<file path="src/design/pcf_pkg.sv">
// ----------------------------------------------------------------------------
// pcf_pkg
// Shared types and codes for the cohesive pair force block: arithmetic unit
// operations, sequencer steps, controller/datapath command and status.
// ----------------------------------------------------------------------------
package pcf_pkg;

    typedef logic [1:0] t_op;
    localparam t_op OP_MUL  = 2'd0;
    localparam t_op OP_DIV  = 2'd1;
    localparam t_op OP_SQRT = 2'd2;

    typedef logic [1:0] t_regime;
    localparam t_regime REG_NONE  = 2'd0;
    localparam t_regime REG_PULL  = 2'd1;
    localparam t_regime REG_VDW   = 2'd2;
    localparam t_regime REG_FAULT = 2'd3;

    // sequencer steps, in execution order
    typedef logic [4:0] t_step;
    localparam t_step SP_SQ0   = 5'd0;
    localparam t_step SP_SQ1   = 5'd1;
    localparam t_step SP_SQ2   = 5'd2;
    localparam t_step SP_DSQRT = 5'd3;
    localparam t_step SP_RPROD = 5'd4;
    localparam t_step SP_REFF  = 5'd5;
    localparam t_step SP_AR    = 5'd6;
    localparam t_step SP_GR    = 5'd7;
    localparam t_step SP_PULL  = 5'd8;
    localparam t_step SP_PDEN  = 5'd9;
    localparam t_step SP_LQ    = 5'd10;
    localparam t_step SP_LIM   = 5'd11;
    localparam t_step SP_ROOT  = 5'd12;
    localparam t_step SP_CUT   = 5'd13;
    localparam t_step SP_GG    = 5'd14;
    localparam t_step SP_GDEN  = 5'd15;
    localparam t_step SP_VDW   = 5'd16;
    localparam t_step SP_CM0   = 5'd17;
    localparam t_step SP_CD0   = 5'd18;
    localparam t_step SP_CM1   = 5'd19;
    localparam t_step SP_CD1   = 5'd20;
    localparam t_step SP_CM2   = 5'd21;
    localparam t_step SP_CD2   = 5'd22;

    typedef struct packed {
        logic  load;
        logic  start;
        logic  commit;
        logic  finish;
        t_step step;
    } t_cmd;

    typedef struct packed {
        logic arith_done;
        logic same;
        logic zero_dist;
        logic rsum_zero;
        logic pull_zero;
        logic decline_zero;
        logic in_cutoff;
        logic at_limit;
    } t_stat;

endpackage

</file>
<file path="src/design/pcf_ctrl.sv">
// ----------------------------------------------------------------------------
// pcf_ctrl
// Sequencer for one pair: walks the arithmetic steps, skips those that the
// special cases make moot, and owns both channel handshakes.
// ----------------------------------------------------------------------------
module pcf_ctrl #(
    parameter int DIMENSIONS = 3
) (
    input  logic            i_clk,
    input  logic            i_rst_n,
    input  logic            i_valid,
    output logic            o_ready,
    output logic            o_valid,
    input  logic            i_ready,
    input  pcf_pkg::t_stat  i_stat,
    output pcf_pkg::t_cmd   o_cmd
);
    import pcf_pkg::*;

    localparam logic [1:0] ST_IDLE  = 2'd0;
    localparam logic [1:0] ST_ISSUE = 2'd1;
    localparam logic [1:0] ST_WAIT  = 2'd2;
    localparam logic [1:0] ST_OUT   = 2'd3;

    logic [1:0] r_state;
    logic [1:0] n_state;
    t_step      r_step;
    t_step      n_step;
    logic       r_ovalid;

    logic w_skip;
    logic w_early;
    logic w_tocm;

    always_comb begin
        w_skip  = 1'b0;
        w_early = 1'b0;
        w_tocm  = 1'b0;
        case (r_step)
            SP_SQ1, SP_CM1, SP_CD1:  w_skip = (DIMENSIONS < 2);
            SP_SQ2, SP_CM2, SP_CD2:  w_skip = (DIMENSIONS < 3);
            SP_DSQRT:                w_early = i_stat.same | i_stat.zero_dist;
            SP_REFF:                 w_skip = i_stat.rsum_zero;
            SP_PDEN, SP_LQ, SP_LIM:  w_skip = i_stat.pull_zero;
            SP_ROOT, SP_CUT:         w_skip = i_stat.pull_zero | i_stat.decline_zero;
            SP_GG: begin
                w_early = !i_stat.in_cutoff;
                w_tocm  = i_stat.at_limit;
            end
            default: ;
        endcase
    end

    always_comb begin
        n_state = r_state;
        n_step  = r_step;
        o_cmd   = '0;
        o_cmd.step = r_step;
        case (r_state)
            ST_IDLE: begin
                if (i_valid) begin
                    o_cmd.load = 1'b1;
                    n_step     = SP_SQ0;
                    n_state    = ST_ISSUE;
                end
            end
            ST_ISSUE: begin
                if (w_early) begin
                    n_state = ST_OUT;
                end else if (w_tocm) begin
                    n_step = SP_CM0;
                end else if (w_skip) begin
                    if (r_step == SP_CD2) begin
                        n_state = ST_OUT;
                    end else begin
                        n_step = r_step + 5'd1;
                    end
                end else begin
                    o_cmd.start = 1'b1;
                    n_state     = ST_WAIT;
                end
            end
            ST_WAIT: begin
                if (i_stat.arith_done) begin
                    o_cmd.commit = 1'b1;
                    if (r_step == SP_CD2) begin
                        n_state = ST_OUT;
                    end else begin
                        n_step  = r_step + 5'd1;
                        n_state = ST_ISSUE;
                    end
                end
            end
            ST_OUT: begin
                // result register frees up on the beat that drains it
                if (!r_ovalid || i_ready) begin
                    o_cmd.finish = 1'b1;
                    n_state      = ST_IDLE;
                end
            end
            default: n_state = ST_IDLE;
        endcase
    end

    always_ff @(posedge i_clk) begin
        if (!i_rst_n) begin
            r_state  <= ST_IDLE;
            r_step   <= SP_SQ0;
            r_ovalid <= 1'b0;
        end else begin
            r_state <= n_state;
            r_step  <= n_step;
            if (o_cmd.finish) begin
                r_ovalid <= 1'b1;
            end else if (i_ready) begin
                r_ovalid <= 1'b0;
            end
        end
    end

    assign o_ready = (r_state == ST_IDLE);
    assign o_valid = r_ovalid;

endmodule

</file>
<file path="config.mk">
export PLATFORM = sky130hd
export DESIGN_NAME = pcf_ctrl
export DESIGN_NICKNAME = d
export VERILOG_FILES = /design/src/design/pcf_pkg.sv /design/src/design/pcf_ctrl.sv
export SDC_FILE = /design/constraint.sdc
export NUM_CORES = 1
export LEC_CHECK = 0
export BUFFER_PORTS_ARGS = -buffer_cell sky130_fd_sc_hd__buf_2
export CAP_MARGIN = 20
export CORE_MARGIN = 2
export CORE_UTILIZATION = 35
export DETAILED_ROUTE_END_ITERATION = 8
export SLEW_MARGIN = 20
export SYNTH_ARGS = -nofsm -noshare
export SYNTH_HDL_FRONTEND = slang
export SYNTH_SLANG_ARGS = --single-unit
</file>
<file path="constraint.sdc">
create_clock -name i_clk -period 2.1 [get_ports i_clk]
set_clock_uncertainty 0.15 [all_clocks]
set_input_delay 0.63 -clock i_clk [delete_from_list [all_inputs] [get_ports i_clk]]
set_output_delay 0.63 -clock i_clk [all_outputs]
set_load 0.05 [all_outputs]
</file>
### After elaboration in Yosys (flattened, before gate mapping)

Cells that the tools add are included.

| word-level totals | value |
|---|---|
| register bits after elaboration | 8 |
| input port bits | 12 |
| output and inout port bits | 11 |
| word-level logic and storage cells | 66 |

| operators by class | value |
|---|---|
| $add $sub $neg | 1 |
| equal/unequal tests | 19 |
| multiplexer cells | 31 |
| bitwise operators | 2 |
| reductions and logical operators | 10 |

Operators by type and width:

| cell | number |
|---|---|
| $eq 5x4->1 const B | 6 |
| $mux 5 | 6 |
| $mux 2 | 8 |
| $pmux 5 s3 | 1 |
| $mux 1 | 13 |
| $reduce_and 5->1 | 2 |
| $ne 2x2->1 const B | 4 |
| $pmux 2 s4 | 1 |
| $ne 3x3->1 const B | 2 |
| $add 5x1->5 const B | 1 |
| $eq 5x2->1 const B | 1 |
| $eq 5x3->1 const B | 1 |
| $eq 5x5->1 const B | 1 |
| $eq 2x2->1 const B | 2 |
| $ne 4x4->1 const B | 1 |
| $pmux 1 s3 | 1 |
| $reduce_bool 3->1 | 1 |
| $reduce_or 3->1 | 1 |
| $eq 2x1->1 const B | 1 |
| $logic_not 1->1 | 2 |
| $logic_not 2->1 | 1 |
| $or 1x1->1 | 2 |
| $pmux 1 s2 | 1 |
| $reduce_bool 2->1 | 1 |
| 2 further kinds | 2 |

### Logic depth before layout (Yosys ltp)

Gate-level depths: netlist of run 1.

| logic depth | value |
|---|---|
| depth after elaboration | 7 |
| gate-level depth with buffers | 8 |
| depth with buffers taken out | 7 |

### Least setup slack after synthesis of run 1

No wires, ideal clock.

| timing | value |
|---|---|
| kind | flip-flop to output port |
| start | reg r_step[1] |
| end | out o_cmd[7] (netlist bit) |
| data arrival time | 2.008 ns |
| data required time | 1.320 ns |
| path slack | -0.688 ns |
| stages on the path, launching flop included | 5 |
| buffers on the path | 0 |
| cells stage by stage | dfxtp_1 -> ha_1 -> or4b_1 -> o22a_1 -> and3_2 |

RTL lines:

| item | RTL line | source |
|---|---|---|
| start, declared | pcf_ctrl.sv:27 | `t_step r_step;` |
| start signal, assigned | pcf_ctrl.sv:112 | `r_step <= n_step;` |
| end, declared | pcf_ctrl.sv:16 | `output pcf_pkg::t_cmd o_cmd` |

==> results of run 1 <==
-- cells in the final DEF (no fill, tap or decap), drive strengths merged, types with 2 or more instances in the layout --
master,netlist,routed
buf,2,50
inv,10,10
ha,8,8
dfxtp,8,8
nor2,5,5
a21oi,5,5
nand2,4,4
a211oi,4,4
clkbuf,2,4
o21ai,4,4
nand4b,3,3
nand3,3,3
a221oi,3,3
o22ai,3,3
and2,2,2
nand3b,2,2
o32ai,2,2
or3,2,2
a21bo,2,2
o221a,2,2
a31oi,2,2
nor2b,2,2
nor3,2,2
-- cells by family (layout without fill, tap and decap cells) --
group	count (synthesis)	in the layout
compound gates	36	36
simple gates	30	30
buf+inv	14	64
fa+ha+maj	8	8
flops	8	8
-- synth_stat cells, drive strengths merged --
| master | instances | share of area, % |
|---|---|---|
| o221a | 2 | 2.9 |
| o22a | 1 | 1.1 |
| a41oi | 1 | 1.1 |
| o31ai | 1 | 0.97 |
| inv | 10 | 4.9 |
| nor2 | 5 | 2.4 |
| a211o | 1 | 1.1 |
| buf | 2 | 1.3 |
| nand3 | 3 | 1.9 |
| clkbuf | 2 | 0.97 |
| o21a | 1 | 0.97 |
| or4 | 1 | 0.97 |
| a31oi | 2 | 1.6 |
| or4b | 1 | 1.3 |
| nor2b | 2 | 1.6 |
| a21boi | 1 | 0.97 |
| or2 | 1 | 0.81 |
| ha | 8 | 13 |
| a21oi | 5 | 3.2 |
| and4b | 1 | 1.3 |
| o22ai | 3 | 2.4 |
| o21ai | 4 | 3.1 |
| nand2 | 4 | 1.9 |
| a21bo | 2 | 2.6 |
| o211a | 1 | 1.3 |
| a221oi | 3 | 3.4 |
| o221ai | 1 | 1.1 |
| a211oi | 4 | 4.5 |
| a21o | 1 | 0.97 |
| nor3 | 2 | 1.3 |
| o32ai | 2 | 2.3 |
| dfxtp | 8 | 21 |
| nand4b | 3 | 3.4 |
| and2 | 2 | 1.6 |
| and3 | 1 | 0.97 |
| nand3b | 2 | 1.9 |
| or3 | 2 | 1.6 |
-- worst max-delay path, stage by stage (launching register included) --
cell,delay (ns)
dfxtp_4,0.38
ha_4,0.13
or4b_4,0.45
o22a_1,0.23
and3_4,0.17
buf_6,0.14
-- through the flow --
step                setup WS [ns]  total power (µW)  instance area [µm²]  TNS (ns)
floorplan                  -0.214               453                  802    -0.331
global placement           -0.240               570                 1100    -0.902
detailed placement         -0.251               576                 1100    -0.882
CTS                        -0.453               755                 1220     -1.69
global route               -0.523               891                 1340     -2.47
finish                     -0.458               842                 1340     -1.89
-- worst max-delay path by stage --
| stage | cells after the start | end |
|---|---|---|
| after CTS | 5 | o_cmd[7] |
| final | 5 | o_cmd[7] |
| after global placement | 6 | o_cmd[7] |
| after floorplan | 4 | o_cmd[7] |
| after global routing | 7 | o_cmd[7] |
| after detailed placement | 6 | o_cmd[7] |
-- registers in the layout, summed over array words and instances (netlist names) --
name	cells
o_valid	1
r_state	2
r_step	5
-- power breakdown --
part / switching, µW / internal (µW)
logic: 295 / 218
clock network: 72.4 / 73.5
registers: 15.2 / 168
-- repair_timing --
| action | 4_1_cts | 5_1_grt |
|---|---|---|
| endpoints found under the hold margin | 0 | 0 |
| cloned | 0 | 0 |
| pin swaps | 9 | 9 |
| hold buffers | 0 | 0 |
| resized for setup | 20 | 20 |
| buffers inserted | 2 | 4 |
| endpoints found under the setup margin | 10 | 11 |
-- final cells by class --
class                           count  area, µm²  area share, %
Tap cell                           27       33.8           2.53
Sequential cell                     8        175           13.1
Timing Repair Buffer               50        357           26.7
Clock buffer                        4       26.3           1.97
Multi-Input combinational cell     74        706           52.9
Inverter                           10       37.5           2.81
-- layer usage --
layer	vias up	wire, µm	GRT usage [%]
li1	468	-	-
met5	-	0	0
met3	2	162	3.80
met4	0	18	8.56
met2	42	1340	33.3
met1	477	1180	26.7
==> out/metrics.cfg, run 1 <==
[clocking]
clkLatencyLatePin_ns=0.27
cts_buffers=3
cts_tree=done
cts_buffer_depth=2
clk_pin_slew_ns=0.07
cts_max_level=1
root_buffer=clkbuf_4
cts_sinks=8

[yosys]
ys_warn_count=0
synth_nets=116
syn-mean-instance-area_um2=8.03
ys_seq_elements=8
synth_cell_types=39
syn_inst=96
synthMuxAreaShare_pct=0
synthAdderAreaFrac_pct=13.0
synth_compound_gate_area_share_pct=35.9
synth_top_family_by_area=compound AO/OA/AOI/OAI gates
synth_seq_area_share_pct=20.8
yosys.area_share.simple_pct=23.2
synth_xor_area_share_pct=0
synth_area_um2=771

[floorplanning]
initial_core_util_pct=38.1
fp.dieW_um=50.9
core_um2=2020
row_count=16
die-area_um2=2590
io_pins=23
die_h_um=50.9

[timing]
setup_viol=8
whs_ns=0.398
rsz0062_at_grt=true
finalCriticalPeriod_ns=2.56
finalHoldViolations=0
max_freq_ghz=0.391
maxSlewViolCount=0
fin_crit_sh_pct=122
worst_pin_slew_ns=0.577
setup_slack_ns=-0.458
slew_headroom_pct=61.5

[detailed_routing]
via_per_inst=5.72
dr.first_iter.drc_count=30
wl_per_cell_um=15.6
postRouteAntennaNets=0
drt_wl_total_mm=2.71
drc=0
dr.pass1.iters=4
via_count=989

[hold_path]
hold_start=r_state[1]$_SDFFE_PN0P_
hp-class=reg2reg
worstHoldEndpoint=r_state[1]$_SDFFE_PN0P_
whs_path_depth=2

[critical_path]
rrSetupSlack_ns=-0.27
ff2ff_path_depth=10
crit_type=reg2out
cp.arrival_ns=1.78
r2r_end=r_step[4]$_SDFFE_PN0P_
worstPathRequired_ns=1.32
reg2reg_from=r_step[1]$_SDFFE_PN0P_
cp-start-kind=register
critPathCaptureType=primary output
crit_fanout=4
cp-startpoint=r_step[1]$_SDFFE_PN0P_

[grt]
antenna_found_initial=0
grt_util_all_layers_pct=20.6
grt.overflow.total=0
grt_max_degree=13
grt_pass1_vias=899
grt_pass1_wl_mm=3.97

[place]
placedCellCount=164
gp_congestion=0.824
port_buffers=22
hpwl_mm=1.71

[final_layout]
stdcell_count=173
fin_nets=167
final_core_util_pct=66.0
drive_above_1_share_pct=59.6
area_delta_synth_final_pct=73.2
n_fill_cell=161
num_antenna_cells=0

[pwr]
leakage_uw=0.000571
max-vdd-ir-drop_v=0.000397
powerDensity_nw_per_um2=631

[flow_run]
maxCapViolations=0

[run_status]
status=complete, but fails checks
violations=negative setup slack

(Power assumes the default switching activity.)
==> run 2, diff against run 1 <==
Settings changed: CELL_PAD_IN_SITES_DETAIL_PLACEMENT set to 0, CELL_PAD_IN_SITES_GLOBAL_PLACEMENT set to 1, CORE_UTILIZATION 35 to 32, MAX_ROUTING_LAYER set to met4, PLACE_DENSITY_LB_ADDON set to 0.1.
==> out/metrics.cfg, run 2 (synthesis results as in run 1) <==
[run_status]
status=complete, but fails checks
violations=negative setup slack

[clocking]
clk_pin_slew_ns=0.06  ; about the same
cts_buffers=3  ; unchanged
cts_tree=done
cts_max_level=1  ; unchanged
cts_sinks=8  ; unchanged
clkLatencyLatePin_ns=0.26  ; about the same
cts_buffer_depth=2  ; unchanged
cts_hold_buf=0  ; unchanged
root_buffer=clkbuf_4

[detailed_routing]
via_count=946  ; -4.3%
dr.pass1.iters=4  ; unchanged
drc=0  ; unchanged
dr.first_iter.drc_count=22  ; -27%
via_per_inst=5.50  ; -3.8%
wl_per_cell_um=14.8  ; -5.3%
postRouteAntennaNets=0  ; unchanged
drt_wl_total_mm=2.55  ; -5.8%

[critical_path]
critPathCaptureType=primary output
cp.arrival_ns=1.77  ; about the same
crit_type=reg2out
ff2ff_path_depth=7  ; -3
crit_fanout=5  ; +1
reg2reg_from=r_step[0]$_SDFFE_PN0P_
worstPathRequired_ns=1.32  ; about the same
r2r_end=r_state[1]$_SDFFE_PN0P_
cp-start-kind=register
rrSetupSlack_ns=-0.16  ; +0.11 ns

[floorplanning]
core_um2=2250  ; +12%
fp.dieW_um=53.1  ; +4.2%
io_pins=23  ; unchanged
die-area_um2=2820  ; +8.6%
row_count=17  ; +1
initial_core_util_pct=34.2  ; -3.9 points
die_h_um=53.1  ; +4.2%

[final_layout]
num_antenna_cells=0  ; unchanged
stdcell_count=172  ; -0.58%
drive_above_1_share_pct=57.6  ; -2.0 points
fin_nets=166  ; -0.60%
largest_register_ffs=5  ; unchanged
area_delta_synth_final_pct=66.6
max_flop_register=r_step
final_common_cell=buf_4
layout_common_cells=buf_4, buf_2, inv_1, buf_6, nor2_1

[hold_path]
worstHoldEndpoint=r_state[1]$_SDFFE_PN0P_
hp-class=reg2reg
whs_path_depth=3  ; +1
hold_start=r_state[0]$_SDFFE_PN0P_

[timing]
setup_slack_ns=-0.450  ; +0.00794 ns
fin_crit_sh_pct=121  ; -0.38 points
max_freq_ghz=0.392  ; +0.31%
finalCriticalPeriod_ns=2.55  ; -0.00794 ns
maxSlewViolCount=0  ; unchanged
slew_headroom_pct=64.7  ; +3.2 points
finalHoldViolations=0  ; unchanged
rsz0062_at_grt=true
worst_pin_slew_ns=0.529  ; -0.0481 ns
setup_viol=6  ; -2

[place]
post-place-ws_ns=-0.295  ; -0.0435 ns
placedCellCount=168  ; +2.4%
port_buffers=22  ; unchanged
hpwl_mm=1.87  ; +9.0%
gp_congestion=0.855  ; +3.8%

[grt]
grt_util_all_layers_pct=20.3  ; -0.36 points
grt.overflow.total=0  ; unchanged
antenna_found_initial=0  ; unchanged
grt_max_degree=13  ; unchanged
grt_pass1_wl_mm=4.01  ; +1.0%
grt_pass1_vias=909  ; +1.1%

[pwr]
max-vdd-ir-drop_v=0.000376  ; -5.3%
leakage_uw=0.000557  ; -2.4%
powerDensity_nw_per_um2=605  ; -4.2%

[flow_run]
maxCapViolations=0  ; unchanged

[run 2: cell types whose count changed in the layout (fill, tap and decap cells not counted), sizes merged]
cell	change
clkbuf	-1
buf	-1
[run 2: how the worst max path moves through the flow]
stage / start / end / slack, ns / depth (start not counted)
CTS: r_step[0]$_SDFFE_PN0P_ / o_cmd[7] / -0.45 / 5
global placement: i_stat[3] / o_cmd[7] / -0.24 / 6
global route: r_step[0]$_SDFFE_PN0P_ / o_cmd[7] / -0.51 / 7
floorplan: r_step[1]$_SDFFE_PN0P_ / o_cmd[7] / -0.21 / 4
finish: r_step[0]$_SDFFE_PN0P_ / o_cmd[7] / -0.45 / 5
detailed placement: i_stat[3] / o_cmd[7] / -0.29 / 6
[run 2: stage by stage]
stage               total power [µW]  hold WS (ns)  util, %  setup TNS, ns  cell area [µm²]
CTS                              748         0.493     55.5          -1.18             1250
global route                     830         0.506     56.9          -1.43             1280
floorplan                        453         0.352        -         -0.331              802
finish                           776         0.458     56.9         -0.701             1280
global placement                 582         0.466     49.9         -0.828             1120
detailed placement               586         0.481     49.9          -1.06             1120
[run 2: what timing repair did]
item | in CTS | in global routing
endpoints found under the setup margin | 10 | 11
pin swaps | 9 | 2
setup buffers | 2 | 1
gates resized for setup | 22 | 10
[run 2: power breakdown]
group / switching [µW] / internal (µW)
combinational: 269 / 198
sequential: 15.0 / 168
clock: 60.1 / 65.9
[run 2: worst max-delay path, stage by stage (launching register included)]
cell and delay, ns:
dfxtp_4 0.38, ha_4 0.13, or4b_4 0.45, o22a_1 0.23, and3_4 0.17, buf_6 0.14
[run 2: area by class of cell]
class | count | area (µm²)
Fill cell | 220 | 971
Multi-Input combinational cell | 74 | 671
Timing Repair Buffer | 49 | 345
Sequential cell | 8 | 173
Inverter | 10 | 37.5
Tap cell | 28 | 35.0
Clock buffer | 3 | 22.5
[run 2: layer usage]
layer  GRT usage, %  wire length, µm
met1           25.1             1220
met2           33.5             1180
met3           2.54              121
met4           7.69               23
met5              -                0
==> run 3, diff against run 2 <==
Settings changed: PLACE_DENSITY set to 0.84, PLACE_DENSITY_LB_ADDON 0.1 to not set.
==> out/metrics.cfg, run 3 (synthesis results as in run 1) <==
[detailed_routing]
drt_wl_total_mm=2.34  ; -8.1%
drc=0  ; unchanged
dr.pass1.iters=4  ; unchanged
via_per_inst=5.36  ; -2.5%
dr.first_iter.drc_count=22  ; unchanged
via_count=912  ; -3.6%
postRouteAntennaNets=0  ; unchanged
wl_per_cell_um=13.8  ; -7.0%

[pwr]
leakage_uw=0.000538  ; -3.5%
share_comb_of_total_power_pct=58.2  ; -2.0 points
max-vdd-ir-drop_v=0.000369  ; -1.8%
p_total_uw=781  ; +0.58%
swShare_pct=44.0  ; -0.38 points
power_switching_uw=343  ; -0.29%
powerDensity_nw_per_um2=619  ; +2.4%
p_clk_share_pct=18.2  ; +2.0 points
seqPwrFrac_pct=23.5  ; about the same
cellInternalPower_uw=437  ; +1.3%

[hold_path]
whs_path_depth=2  ; -1
hp-class=reg2reg
hold_start=r_state[1]$_SDFFE_PN0P_
worstHoldEndpoint=r_state[1]$_SDFFE_PN0P_

[floorplanning]
core_um2=2250  ; unchanged
die_h_um=53.1  ; unchanged
initial_core_util_pct=34.2  ; unchanged
fp.dieW_um=53.1  ; unchanged
io_pins=23  ; unchanged
die-area_um2=2820  ; unchanged
row_count=17  ; unchanged

[final_layout]
num_antenna_cells=0  ; unchanged
max_flop_register=r_step
area_delta_synth_final_pct=63.6
fin_nets=163  ; -1.8%
stdcell_area_um2=1260  ; -1.8%
drive_above_1_share_pct=57.0  ; -0.60 points
layout_common_cells=buf_4, buf_2, inv_1, nor2_1
n_fill_cell=206  ; -6.4%
stdcell_count=170  ; -1.2%
final_common_cell=buf_4
largest_register_ffs=5  ; unchanged

[critical_path]
cpPeakStageDelay_ns=0.44  ; about the same
r2r_end=r_state[1]$_SDFFE_PN0P_
ff2ff_path_depth=7  ; unchanged
slowest_stage=or4b_4
reg2reg_from=r_step[1]$_SDFFE_PN0P_
cp.arrival_ns=1.76  ; about the same
crit_fanout=3  ; -2
critPathCaptureType=primary output
worstPathRequired_ns=1.32  ; about the same
cp-start-kind=register
worstPathCellList=ha_4, or4b_4, o22a_1, and3_4, buf_8
rrSetupSlack_ns=-0.12  ; +0.04 ns
crit_type=reg2out

[timing]
setup_slack_ns=-0.440  ; +0.0105 ns
finalCriticalPeriod_ns=2.54  ; -0.0105 ns
maxSlewViolCount=0  ; unchanged
rsz0062_at_grt=true
fin_crit_sh_pct=121  ; -0.50 points
setup_viol=5  ; -1
finalHoldViolations=0  ; unchanged
slew_headroom_pct=73.1  ; +8.4 points
max_freq_ghz=0.394  ; +0.41%
worst_pin_slew_ns=0.403  ; -0.126 ns

[clocking]
cts_buffer_depth=2  ; unchanged
cts_max_level=1  ; unchanged
cts_buffers=3  ; unchanged
root_buffer=clkbuf_4
clk_pin_slew_ns=0.07  ; about the same
cts_sinks=8  ; unchanged
clkLatencyLatePin_ns=0.27  ; about the same
cts_tree=done

[flow_run]
maxCapViolations=0  ; unchanged

[grt]
grt_max_degree=13  ; unchanged
antenna_found_initial=0  ; unchanged
grt.overflow.total=0  ; unchanged
grt_util_all_layers_pct=19.1  ; -1.1 points
grt_pass1_vias=877  ; -3.5%
grt_pass1_wl_mm=3.80  ; -5.3%

[run_status]
violations=negative setup slack
status=complete, but fails checks

[place]
gp_congestion=0.809  ; -5.5%
hpwl_mm=1.70  ; -8.7%
port_buffers=22  ; unchanged
placedCellCount=163  ; -3.0%
placed_area_um2=1090  ; -3.3%

run 3: area by class of cell:
type                            count  area, µm²  area share (%)
Tap cell                           28       35.0            2.78
Multi-Input combinational cell     74        671            53.2
Timing Repair Buffer               46        319            25.3
Sequential cell                     8        173            13.7
Clock buffer                        4       26.3            2.08
Inverter                           10       37.5            2.98
run 3: worst max path at each step:
stage	startpoint	end	slack, ns	depth (start not counted)
after global placement	i_stat[3]	o_cmd[7]	-0.24	6
after detailed placement	i_stat[3]	o_cmd[7]	-0.27	6
final	r_step[1]$_SDFFE_PN0P_	o_cmd[7]	-0.44	5
after global routing	r_step[0]$_SDFFE_PN0P_	o_cmd[7]	-0.47	7
after floorplan	r_step[1]$_SDFFE_PN0P_	o_cmd[7]	-0.21	4
after CTS	r_step[0]$_SDFFE_PN0P_	o_cmd[7]	-0.44	5
run 3: layer usage:
layer | routed length, µm | track usage (%)
met4 | 55 | 9.40
met3 | 97 | 2.54
met2 | 1160 | 34.4
met1 | 1030 | 20.5
met5 | 0 | -
run 3: stage by stage:
step | setup TNS, ns | setup WS, ns | utilization [%] | hold WS, ns
after floorplan | -0.331 | -0.214 | - | 0.352
after global routing | -1.11 | -0.470 | 55.9 | 0.422
after global placement | -0.802 | -0.243 | 48.2 | 0.373
after detailed placement | -0.878 | -0.266 | 48.2 | 0.379
final | -0.597 | -0.440 | 55.9 | 0.388
after CTS | -0.558 | -0.439 | 53.9 | 0.389
run 3: worst max-delay path, delay by kind of cell (launching register included):
| family | cells | cell delay (ns) |
|---|---|---|
| simple gates | 2 | 0.62 |
| flops | 1 | 0.37 |
| compound gates | 1 | 0.23 |
| buf+inv | 1 | 0.14 |
| fa+ha+maj | 1 | 0.13 |
run 3: power groups by stage:
| stage | logic [µW] | clock network [µW] | registers [µW] |
|---|---|---|---|
| 2_1_floorplan | 248 | 0 | 205 |
| 3_3_place_gp | 376 | 0 | 183 |
| 3_5_place_dp | 382 | 0 | 184 |
| 4_1_cts | 426 | 139 | 180 |
| 5_1_grt | 491 | 146 | 187 |
| 6_report | 455 | 142 | 184 |
run 3: what timing repair did:
item                                    4_1_cts  5_1_grt
hold buffers                                  0        0
endpoints found under the setup margin       10       11
setup buffers                                 3        0
pin swaps                                     4        4
gates resized for setup                      17       16
